--- src/hdl/vsv_pkg.sv ---
package vsv_pkg;

  // Register indexes on the configuration port
  localparam logic [2:0] REG_AMOUNT      = 3'd0;
  localparam logic [2:0] REG_TIME        = 3'd1;
  localparam logic [2:0] REG_SHARP       = 3'd2;
  localparam logic [2:0] REG_MIN_SPEED   = 3'd3;
  localparam logic [2:0] REG_MAX_STRETCH = 3'd4;

  // Register reset values, Q16.16
  localparam logic [19:0] AMOUNT_RST      = 20'd65536;
  localparam logic [17:0] TIME_RST        = 18'd5243;
  localparam logic [20:0] SHARP_RST       = 21'd98304;
  localparam logic [23:0] MIN_SPEED_RST   = 24'd131072;
  localparam logic [22:0] MAX_STRETCH_RST = 23'd196608;

  localparam logic [20:0] SHARP_FLOOR = 21'd3277;
  localparam logic [23:0] HALF_Q16    = 24'd32768;
  localparam logic [16:0] ONE_Q16     = 17'd65536;
  localparam logic [17:0] THREE_Q16   = 18'd196608;

  // Square root chain: 32 cells, one result bit each
  localparam int unsigned SQRT_CELLS = 32;
  // Fade divider: 16 quotient bits; rescale divider: 23 quotient bits
  localparam int unsigned DIV1_CELLS = 16;
  localparam int unsigned DIV2_CELLS = 23;

  typedef struct packed {
    logic [63:0] rem;
    logic [63:0] root;
  } sqrt_t;

  typedef struct packed {
    logic [63:0] rem;
    logic [31:0] dvs;
    logic [22:0] quo;
  } div_t;

  // Payload that travels alongside the arithmetic chains
  typedef struct packed {
    logic             hv;
    logic [2:0]       pos;
    logic [2:0][24:0] mag;
    logic             zero;
    logic             full;
    logic [16:0]      x;
    logic [16:0]      fade;
    logic [22:0]      gn;
    logic [2:0][30:0] m;
    logic             rsc;
  } pipe_t;

endpackage

--- src/hdl/vsv_div_cell.sv ---
module vsv_div_cell (
  input  logic          clk,
  input  logic          en,
  input  logic [4:0]    shift,
  input  vsv_pkg::div_t din,
  output vsv_pkg::div_t dout
);

  logic [63:0]   trial;
  vsv_pkg::div_t q_nxt;
  vsv_pkg::div_t q_r;

  // One restoring step: subtract the divisor at this bit weight if it fits
  always_comb begin
    trial     = {32'd0, din.dvs} << shift;
    q_nxt.dvs = din.dvs;
    if (din.rem >= trial) begin
      q_nxt.rem = din.rem - trial;
      q_nxt.quo = {din.quo[21:0], 1'b1};
    end else begin
      q_nxt.rem = din.rem;
      q_nxt.quo = {din.quo[21:0], 1'b0};
    end
  end

  always_ff @(posedge clk) begin
    if (en) begin
      q_r <= q_nxt;
    end
  end

  assign dout = q_r;

endmodule

--- config.mk ---
export PLATFORM = sky130hd
export DESIGN_NAME = vsv_div_cell
export DESIGN_NICKNAME = d
export VERILOG_FILES = /design/src/hdl/vsv_pkg.sv /design/src/hdl/vsv_div_cell.sv
export SDC_FILE = /design/constraint.sdc
export NUM_CORES = 1
export LEC_CHECK = 0
export ABC_AREA = 1
export BUFFER_PORTS_ARGS = -buffer_cell sky130_fd_sc_hd__clkbuf_2
export CORE_MARGIN = 2
export CORE_UTILIZATION = 35
export DETAILED_ROUTE_END_ITERATION = 8
export GPL_TIMING_DRIVEN = 0
export SLEW_MARGIN = 20
export SYNTH_ARGS = -nofsm -noshare
export SYNTH_HDL_FRONTEND = slang
export SYNTH_SLANG_ARGS = --single-unit
--- constraint.sdc ---
create_clock -name clk -period 3.9 [get_ports clk]
set_clock_uncertainty 0.15 [all_clocks]
set_input_delay 0.39 -clock clk [delete_from_list [all_inputs] [get_ports clk]]
set_output_delay 0.39 -clock clk [all_outputs]
set_load 0.01 [all_outputs]
==> flow_metrics.py <==
metrics = {
    "floorplanning": {
        "die_area_um2": 37300,
        "core_area_um2": 35400,
        "io-pin-count": 245,
        "start_util": 0.3537,
        "die-width_um": 193.1,
        "die_h_um": 193.1,
        "rows": 69,
    },
    "logic_synthesis": {
        "synth_nets": 2288,
        "ys_seq_area_frac": 0.2854,
        "async_flop_share": 0,
        "synth_top_cell_area_share": 0.2881,
        "synth_adder_area_share": 0.06455,
        "yosysTopAreaCell": "nand2_1",
        "ys_types": 40,
        "synth-compound-area-share": 0.06575,
        "synth_area_leaders": "nand2_1 (29%), edfxtp_1 (29%), inv_1 (11%), ha_1 (6.3%), nor2_1 (4.3%)",
        "synth_edf_count": 119,
        "yosysWarnings": 0,
        "synth_top_family_by_area": "simple AND/OR/NAND/NOR gates",
        "syn_area_per_cell_um2": 5.968,
        "ys.flop_type": "edfxtp_1",
        "synth-simple-area-share": 0.4253,
        "mappedNetlistArea_um2": 12520,
        "ys_seq_elements": 119,
        "synth-xor-area-share": 0.02168,
        "synthMuxAreaShare": 0.001599,
        "synthCells": 2098,
    },
    "detailed_routing": {
        "wl_per_cell_um": 18.56,
        "vias_per_cell": 4.850,
        "drtIter0Drc": 1074,
        "vias": 14036,
        "wirelength_um": 53720,
        "drtPass1Iterations": 6,
        "drtAntennaViolNets": 0,
        "drc": 0,
    },
    "setup_path": {
        "cp-end-kind": "register",
        "cp-start-kind": "primary input",
        "arrival_ps": 3800,
        "worstPathMaxFanout": 10,
        "cp.required_ps": 3950,
        "worst-setup-path-type": "primary input to register",
    },
    "clock_tree": {
        "numCtsBuffers": 17,
        "cts_sinks": 119,
        "clkTransAtPathRegs_ps": 60,
        "cts-root-buf": "clkbuf_16",
        "cts_tree": "done",
        "clockBufferDepth": 2,
        "cts_htree_levels": 4,
    },
    "global_routing": {
        "grt_util_all_layers": 0.2913,
        "grt_pass1_vias": 13325,
        "grt_pass1_wl_um": 79380,
        "antenna_found_initial": 0,
        "overflow": 0,
        "grt_start_max_net_pins": 82,
    },
    "timing": {
        "rsz0062_at_grt": "true",
        "worst_pin_slew_ps": 619.5,
        "worst_slack_ps": 152.1,
        "drv_slew": 0,
        "layout_min_cycle_time_ps": 3748,
        "min_period_over_period": 0.9610,
        "hold_viol_final": 0,
        "finalSetupTns_ps": 0,
        "setup_viol": 0,
        "slew_headroom": 0.5870,
        "fmax_mhz": 266.8,
    },
    "placement": {
        "hpwlAfterDp_um": 45920,
        "place_congestion": 0.9775,
        "portBuffers": 240,
        "place_ws_ps": -865.1,
    },
    "power_and_ir_drop": {
        "p_leak_nw": 8.762,
        "totalPowerFinal_mw": 5.754,
        "power_density_nw_per_um2": 362.1,
        "ir_drop_uv": 323.1,
    },
    "cells_and_area": {
        "num_antenna_cells": 0,
        "final_core_util": 0.4489,
        "area_growth_syn_to_layout_pct": 26.91,
        "drive_gt1_frac": 0.1887,
        "nets": 2610,
        "num-fill-cells": 3895,
        "largest_reg_flops": 119,
    },
    "outcome": {
        "outcome": "finished clean",
    },
    "flow_run": {
        "maxCapViolCount": 0,
    },
    "worst_hold_path": {
        "hold_path.class": "primary input to register",
    },
}
[routing by layer]
layer / wire length (um) / GRT usage / share of wire
met5: 0 / 0 / 0
met4: 1304 / 0.08392 / 0.024
met3: 3399 / 0.04833 / 0.063
met2: 23630 / 0.4641 / 0.44
met1: 25380 / 0.4050 / 0.47
[cells by family (layout without fill, tap and decap cells)]
group / count (synthesis) / after routing
fa+ha+maj: 64 / 64
flops: 119 / 119
compound gates: 160 / 160
simple gates: 1297 / 1297
buf+inv: 425 / 760
mux: 2 / 2
xor+xnor: 31 / 31
[timing repair]
item                       in CTS  in global routing
hold endpoints to repair       50                  0
pin swaps                       9                  8
setup buffers                   6                  6
setup endpoints to repair      65                 65
resized for setup              38                145
hold buffers                   50                  0
[synthesized netlist by cell type, types with 3 or more instances]
master,number
nand2_1,961
inv_1,362
nor2_1,142
edfxtp_1,119
o21ai_0,100
nand3_1,98
ha_1,63
a21oi_1,41
xor2_1,30
nand4_1,20
clkbuf_1,19
nand2_2,19
nand3_2,19
buf_2,15
or2_2,10
a31oi_1,9
inv_2,9
nor3_1,9
buf_1,8
nor2_2,6
o21ai_1,6
buf_4,4
nand2_4,4
buf_12,3
[cells in the final DEF (no fill, tap or decap), types with 3 or more instances in the layout]
cell type and instances:
o21ai_1 49, inv_8 4, nor2_1 123, inv_1 362, buf_4 16, o21ai_0 39
a21oi_1 37, nand3_2 22, ha_2 12, nor2_4 6, ha_4 4, nand2_2 26
clkbuf_4 4, a31oi_1 7, ha_1 47, buf_1 7, nor3_2 3, nand2_1 954
clkinvlp_4 3, xor2_1 30, buf_6 9, clkbuf_2 244, buf_2 5, o21ai_2 18
nor2_2 21, inv_6 9, nand4_1 20, nand2_4 4, a21oi_2 4, inv_2 8
or2_2 9, clkbuf_1 13, edfxtp_1 119, nand3_1 95, dlygate4sd3_1 50, buf_12 3
clkbuf_16 17, nor3_1 7
[metrics by stage]
stage | instances | hold WS (ps) | cell area, um^2
2_1_floorplan | 2098 | 338.9 | 12520
3_3_place_gp | 2799 | 417.6 | 14300
3_5_place_dp | 2800 | 419.2 | 14340
4_1_cts | 2888 | 1.525 | 15530
5_1_grt | 2894 | 7.601 | 15890
6_report | 2894 | 18.93 | 15890
[area by class of cell]
type | count | area [um^2] | share of cell area
well taps | 461 | 576.8 | 0.03630
flip-flops and latches | 119 | 3573 | 0.2249
plain buffers | 51 | 361.6 | 0.02276
multi-input cells | 1554 | 7552 | 0.4753
inverters | 374 | 1418 | 0.08921
clock inverters | 15 | 155.1 | 0.009764
clock buffers | 17 | 425.4 | 0.02677
repair buffers | 303 | 1828 | 0.1150
[critical path: stages]
cell	delay, ps
buf_2	150
inv_1	70
clkbuf_4	190
buf_4	200
nand3_1	110
nand3_1	80
o21ai_1	140
buf_4	150
o21ai_2	70
nand2_1	70
o21ai_0	200
ha_2	450
nand2_1	120
nor2_1	250
nand2_1	270
nor4_1	330
nand2_1	180
nand2_1	110
nand2_1	50
nand3_1	130
nand2_1	70
[final timing paths]
check | end | startpoint | slack, ps | cells past startpoint
hold / removal | dout[47] | din[47] | 20 | 1
setup / recovery | dout[112] | shift[1] | 150 | 21
[where the power goes]
part	switching [mW]	internal [mW]
sequential	0.0436	1.63
combinational	1.62	0.822
clock	0.737	0.904
total	2.40	3.36
Power figures use the tool's default switching activity.
