$ cat src/hdl/vsv_pkg.sv
package vsv_pkg;

  // Register indexes on the configuration port
  localparam logic [2:0] REG_AMOUNT      = 3'd0;
  localparam logic [2:0] REG_TIME        = 3'd1;
  localparam logic [2:0] REG_SHARP       = 3'd2;
  localparam logic [2:0] REG_MIN_SPEED   = 3'd3;
  localparam logic [2:0] REG_MAX_STRETCH = 3'd4;

  // Register reset values, Q16.16
  localparam logic [19:0] AMOUNT_RST      = 20'd65536;
  localparam logic [17:0] TIME_RST        = 18'd5243;
  localparam logic [20:0] SHARP_RST       = 21'd98304;
  localparam logic [23:0] MIN_SPEED_RST   = 24'd131072;
  localparam logic [22:0] MAX_STRETCH_RST = 23'd196608;

  localparam logic [20:0] SHARP_FLOOR = 21'd3277;
  localparam logic [23:0] HALF_Q16    = 24'd32768;
  localparam logic [16:0] ONE_Q16     = 17'd65536;
  localparam logic [17:0] THREE_Q16   = 18'd196608;

  // Square root chain: 32 cells, one result bit each
  localparam int unsigned SQRT_CELLS = 32;
  // Fade divider: 16 quotient bits; rescale divider: 23 quotient bits
  localparam int unsigned DIV1_CELLS = 16;
  localparam int unsigned DIV2_CELLS = 23;

  typedef struct packed {
    logic [63:0] rem;
    logic [63:0] root;
  } sqrt_t;

  typedef struct packed {
    logic [63:0] rem;
    logic [31:0] dvs;
    logic [22:0] quo;
  } div_t;

  // Payload that travels alongside the arithmetic chains
  typedef struct packed {
    logic             hv;
    logic [2:0]       pos;
    logic [2:0][24:0] mag;
    logic             zero;
    logic             full;
    logic [16:0]      x;
    logic [16:0]      fade;
    logic [22:0]      gn;
    logic [2:0][30:0] m;
    logic             rsc;
  } pipe_t;

endpackage

$ cat src/hdl/vsv_sqrt_cell.sv
module vsv_sqrt_cell (
  input  logic           clk,
  input  logic           en,
  input  logic [4:0]     step,
  input  vsv_pkg::sqrt_t din,
  output vsv_pkg::sqrt_t dout
);

  logic [63:0]    bitv;
  logic [63:0]    trial;
  vsv_pkg::sqrt_t q_nxt;
  vsv_pkg::sqrt_t q_r;

  // One digit of the digit-by-digit root: test the bit at 4^step
  always_comb begin
    bitv  = 64'd1 << {step, 1'b0};
    trial = din.root + bitv;
    if (din.rem >= trial) begin
      q_nxt.rem  = din.rem - trial;
      q_nxt.root = (din.root >> 1) + bitv;
    end else begin
      q_nxt.rem  = din.rem;
      q_nxt.root = din.root >> 1;
    end
  end

  always_ff @(posedge clk) begin
    if (en) begin
      q_r <= q_nxt;
    end
  end

  assign dout = q_r;

endmodule

$ cat config.mk
export PLATFORM = sky130hd
export DESIGN_NAME = vsv_sqrt_cell
export DESIGN_NICKNAME = d
export VERILOG_FILES = /design/src/hdl/vsv_pkg.sv /design/src/hdl/vsv_sqrt_cell.sv
export SDC_FILE = /design/constraint.sdc
export NUM_CORES = 1
export LEC_CHECK = 0
export BUFFER_PORTS_ARGS = -buffer_cell sky130_fd_sc_hd__buf_2
export CAP_MARGIN = 20
export CORE_MARGIN = 3
export CORE_UTILIZATION = 35
export CTS_CLUSTER_SIZE = 12
export DETAILED_ROUTE_END_ITERATION = 16
export SYNTH_ARGS = -nofsm -noshare
export SYNTH_HDL_FRONTEND = slang
export SYNTH_SLANG_ARGS = --single-unit
$ cat constraint.sdc
create_clock -name clk -period 7.2 [get_ports clk]
set_clock_uncertainty 0.2 [all_clocks]
set_input_delay 0 -clock clk [delete_from_list [all_inputs] [get_ports clk]]
set_output_delay 0 -clock clk [all_outputs]
set_load 0.02 [all_outputs]
==> load_flow_metrics.sql <==
INSERT INTO impl_metrics (metric_group, metric, value, unit) VALUES
('yosys', 'mappedNetlistNets', '1989', ''),
('routing', 'postRouteWirelength', '50200', 'µm'),
('power_and_ir_drop', 'leakage_component_of_the_power', '7.06', 'nW'),
('yosys', 'synthesis.area', '14000', 'µm²'),
('critical_path', 'critical_path_arrival', '6.74', 'ns'),
('power_and_ir_drop', 'switching_power', '1.11', 'mW'),
('timing', 'report.final.hold_viol_count', '0', ''),
('power_and_ir_drop', 'netSwitchingFraction', '37.5', '%'),
('floorplan', 'initial_utilization', '35.8', '%'),
('yosys', 'synth-warning-count', '0', ''),
('placement', 'numPortBuffers', '262', ''),
('placement', 'post_dp_cell_area', '15700', 'µm²'),
('critical_path', 'crit_path_end_kind', 'flip-flop', ''),
('cells_and_area', 'fillcell_total', '3905', ''),
('power_and_ir_drop', 'vdd_drop_max', '0.180', 'mV'),
('power_and_ir_drop', 'power_frac_seq', '32.9', '%'),
('global_routing', 'grt_pass1_vias', '14073', ''),
('placement', 'detailed_place_hpwl', '40000', 'µm'),
('run_status', 'outcome', 'finished, final reports clean', ''),
('global_routing', 'grt_antenna_before_repair', '5', ''),
('routing', 'vias_per_cell', '5.48', ''),
('min_path', 'hold_path.class', 'in -> reg', ''),
('global_routing', 'grt_pass1_wl', '76500', 'µm'),
('cells_and_area', 'final_layout_size_suffix_gt1_share', '17.0', '%'),
('timing', 'rsz0062_at_grt', 'false', ''),
('routing', 'wl_per_cell', '19.2', 'µm'),
('timing', 'relSlewSlack', '40.4', '%'),
('timing', 'fmax', '148', 'MHz'),
('cells_and_area', 'number_of_flip_flops_in_the_largest_register', '128', ''),
('cells_and_area', 'areaGrowthSynthToFinish', '26.1', '%'),
('floorplan', 'floorplan.io_pins', '263', ''),
('cells_and_area', 'final-instance-count-excl-fill', '2614', ''),
('yosys', 'synth_edf_count', '128', ''),
('critical_path', 'setup.worst_path.start_class', 'input port', ''),
('yosys', 'yosysSeqAreaShare', '27.5', '%'),
('timing', 'tightest_slew', '0.895', 'ns'),
('yosys', 'netlist-cell-type-count', '86', ''),
('floorplan', 'die_width', '206', 'µm'),
('critical_path', 'worst_ep_required_time', '7.20', 'ns'),
('timing', 'postLayoutSetupSlackWorst', '0.462', 'ns'),
('floorplan', 'die_height', '206', 'µm'),
('job', 'timing.max_cap.violations', '0', ''),
('clock_tree', 'tritoncts.num_buffers', '17', ''),
('global_routing', 'grt_start_max_net_pins', '85', ''),
('routing', 'routed-via-count', '14315', ''),
('timing', 'period_minus_slack', '6.74', 'ns'),
('routing', 'drc', '0', ''),
('clock_tree', 'clock_tree_from_tritoncts', 'done', ''),
('timing', 'whs', '0.0280', 'ns'),
('power_and_ir_drop', 'p_per_area', '168', 'nW/µm²'),
('placement', 'dp.cells', '2444', ''),
('clock_tree', 'post-cts-setup-buffers', '0', ''),
('clock_tree', 'cts_root_buf', 'sky130_fd_sc_hd__clkbuf_16', ''),
('timing', 'final-setup-viol-count', '0', ''),
('cells_and_area', 'nNetsFinal', '2343', ''),
('global_routing', 'grtUsageTotal', '23.1', '%'),
('clock_tree', 'clk_pin_slew', '0.06', 'ns'),
('power_and_ir_drop', 'internal_power', '1.85', 'mW'),
('routing', 'dr.first_iter.drc_count', '839', ''),
('yosys', 'cell_count_after_synthesis', '1727', ''),
('global_routing', 'grt_overflow_total', '0', ''),
('critical_path', 'worst-setup-path-type', 'in -> reg', ''),
('timing', 'min_period_over_period', '93.6', '%'),
('placement', 'globalplace.congestion', '0.914', ''),
('min_path', 'min_delay_path_depth', '4', ''),
('timing', 'slew_violations', '0', ''),
('power_and_ir_drop', 'power.share.combinational', '39.1', '%'),
('timing', 'setup_total_negative_slack', '0', 'ns'),
('cells_and_area', 'postLayoutCellArea', '17600', 'µm²'),
('yosys', 'synth_top_flop_cell', 'sky130_fd_sc_hd__edfxtp_1', ''),
('yosys', 'yosys_register_bits', '128', ''),
('routing', 'drtAntennaViolNets', '0', ''),
('critical_path', 'crit_path_max_fanout', '42', ''),
('floorplan', 'placementRows', '72', ''),
('floorplan', 'floorplan.core_area', '39000', 'µm²'),
('power_and_ir_drop', 'pwr-share-clk', '28.0', '%'),
('clock_tree', 'h-tree-depth', '4', ''),
('clock_tree', 'numClockSinks', '128', ''),
('clock_tree', 'clock_tree.buffer_depth', '2', ''),
('routing', 'drt-pass1-iter-count', '5', ''),
('yosys', 'post_synth.cell_area_avg', '8.09', 'µm²'),
('yosys', 'ys_async_sr_fraction', '0', '%'),
('placement', 'place_ws', '0.588', 'ns'),
('floorplan', 'die_area', '42400', 'µm²');
-- cells in the mapped netlist (25+ instances only) --
cell                       instances  area, µm²
sky130_fd_sc_hd__nand4_1          44        275
sky130_fd_sc_hd__xnor2_1         103        902
sky130_fd_sc_hd__a31oi_1          62        388
sky130_fd_sc_hd__o21bai_1         44        330
sky130_fd_sc_hd__nor2_1          203        762
sky130_fd_sc_hd__nand2_1         213        800
sky130_fd_sc_hd__inv_1            35        131
sky130_fd_sc_hd__edfxtp_1        128       3840
sky130_fd_sc_hd__nor3_1           25        125
sky130_fd_sc_hd__ha_1            126       1580
sky130_fd_sc_hd__o21ai_0         116        581
sky130_fd_sc_hd__a21o_1           31        233
sky130_fd_sc_hd__clkbuf_1         40        150
sky130_fd_sc_hd__a21oi_1         172        861
sky130_fd_sc_hd__xor2_1           80        701
-- worst max-delay path, cell delays in order --
cell                            delay, ns
sky130_fd_sc_hd__buf_2               0.16
sky130_fd_sc_hd__or3_1               0.49
sky130_fd_sc_hd__nor2_1              0.21
sky130_fd_sc_hd__ha_1                0.23
sky130_fd_sc_hd__nand2_1             0.09
sky130_fd_sc_hd__or3_1               0.34
sky130_fd_sc_hd__or3_1               0.36
sky130_fd_sc_hd__nand2b_1            0.15
sky130_fd_sc_hd__a31oi_1             0.18
sky130_fd_sc_hd__o21ai_0             0.37
sky130_fd_sc_hd__a31oi_1             0.16
sky130_fd_sc_hd__xor2_1              0.19
sky130_fd_sc_hd__ha_1                0.43
sky130_fd_sc_hd__nand4_1             0.16
sky130_fd_sc_hd__nor3_1              0.32
sky130_fd_sc_hd__o21ai_0             0.14
sky130_fd_sc_hd__o21ba_2             0.26
sky130_fd_sc_hd__o41a_1              0.39
sky130_fd_sc_hd__a21oi_1             0.17
sky130_fd_sc_hd__a211oi_1            0.15
sky130_fd_sc_hd__o41ai_4             0.57
sky130_fd_sc_hd__clkbuf_16           0.35
sky130_fd_sc_hd__o21ai_1             0.12
sky130_fd_sc_hd__xnor2_1             0.13
sky130_fd_sc_hd__dlygate4sd3_1       0.55
-- worst paths after layout --
kind	endpoint	startpoint	slack, ns
setup / recovery	dout[31]	step[0]	0.46
hold / removal	dout[64]	din[0]	0.03
-- placed cells by master (no fill, tap or decap), types with 23 or more instances in the layout --
master / n
sky130_fd_sc_hd__nor3_1: 25
sky130_fd_sc_hd__buf_2: 261
sky130_fd_sc_hd__a21o_1: 31
sky130_fd_sc_hd__edfxtp_1: 128
sky130_fd_sc_hd__dlygate4sd3_1: 135
sky130_fd_sc_hd__nor2b_1: 23
sky130_fd_sc_hd__inv_1: 35
sky130_fd_sc_hd__nor2_1: 203
sky130_fd_sc_hd__a21oi_1: 172
sky130_fd_sc_hd__o21ai_0: 116
sky130_fd_sc_hd__xor2_1: 80
sky130_fd_sc_hd__ha_1: 126
sky130_fd_sc_hd__xnor2_1: 103
sky130_fd_sc_hd__a31oi_1: 62
sky130_fd_sc_hd__o21bai_1: 44
sky130_fd_sc_hd__nand4_1: 44
sky130_fd_sc_hd__nand2_1: 213
-- per-layer routing --
layer / part of all wire, % / GRT usage, %
met3: 4.9 / 3.78
met2: 50 / 41.6
met1: 43 / 28.4
met5: 0.11 / 0
met4: 2.5 / 6.81
-- stage by stage --
step                      util [%]  power [mW]
after floorplan                  -        1.71
after global placement        40.2        2.08
after global routing          45.2        3.14
after detailed placement      40.2        2.08
final                         45.2        2.96
after CTS                     45.1        2.99
-- cell type report --
| class | count | area (µm²) | area share [%] |
|---|---|---|---|
| clock inverter | 15 | 123 | 0.696 |
| timing repair buffer | 404 | 2780 | 15.8 |
| antenna | 2 | 5.00 | 0.0284 |
| sequential | 128 | 3840 | 21.8 |
| inverter | 35 | 131 | 0.746 |
| tap | 518 | 648 | 3.68 |
| multi-input combinational | 1495 | 9660 | 54.9 |
| clock buffer | 17 | 425 | 2.42 |
-- cell families (layout without fill, tap and decap cells) --
logic type | after synthesis | in the layout | synth area share (%)
and+or+nand+nor | 621 | 621 | 20.5
muxes | 2 | 2 | 0.161
buffers and inverters | 104 | 471 | 3.35
AOI/OAI and AO/OA | 561 | 561 | 25.5
DFF | 128 | 128 | 27.5
adders and majority gates | 128 | 128 | 11.5
xor gates and xnor gates | 183 | 183 | 11.5
other | 0 | 2 | 0
-- power groups by stage --
stage / Clock [mW] / Combinational [mW] / Sequential, mW
floorplan: 0 / 0.596 / 1.11
global placement: 0 / 1.09 / 0.992
detailed placement: 0 / 1.09 / 0.990
CTS: 0.855 / 1.16 / 0.977
global route: 0.882 / 1.27 / 0.983
finish: 0.829 / 1.16 / 0.974
-- repair_timing --
item,4_1_cts,5_1_grt
resized for setup,0,1
hold buffers,135,0
hold endpoints to repair,184,0
endpoints found under the setup margin,0,1
No activity file was read; power rests on OpenSTA's default activity.
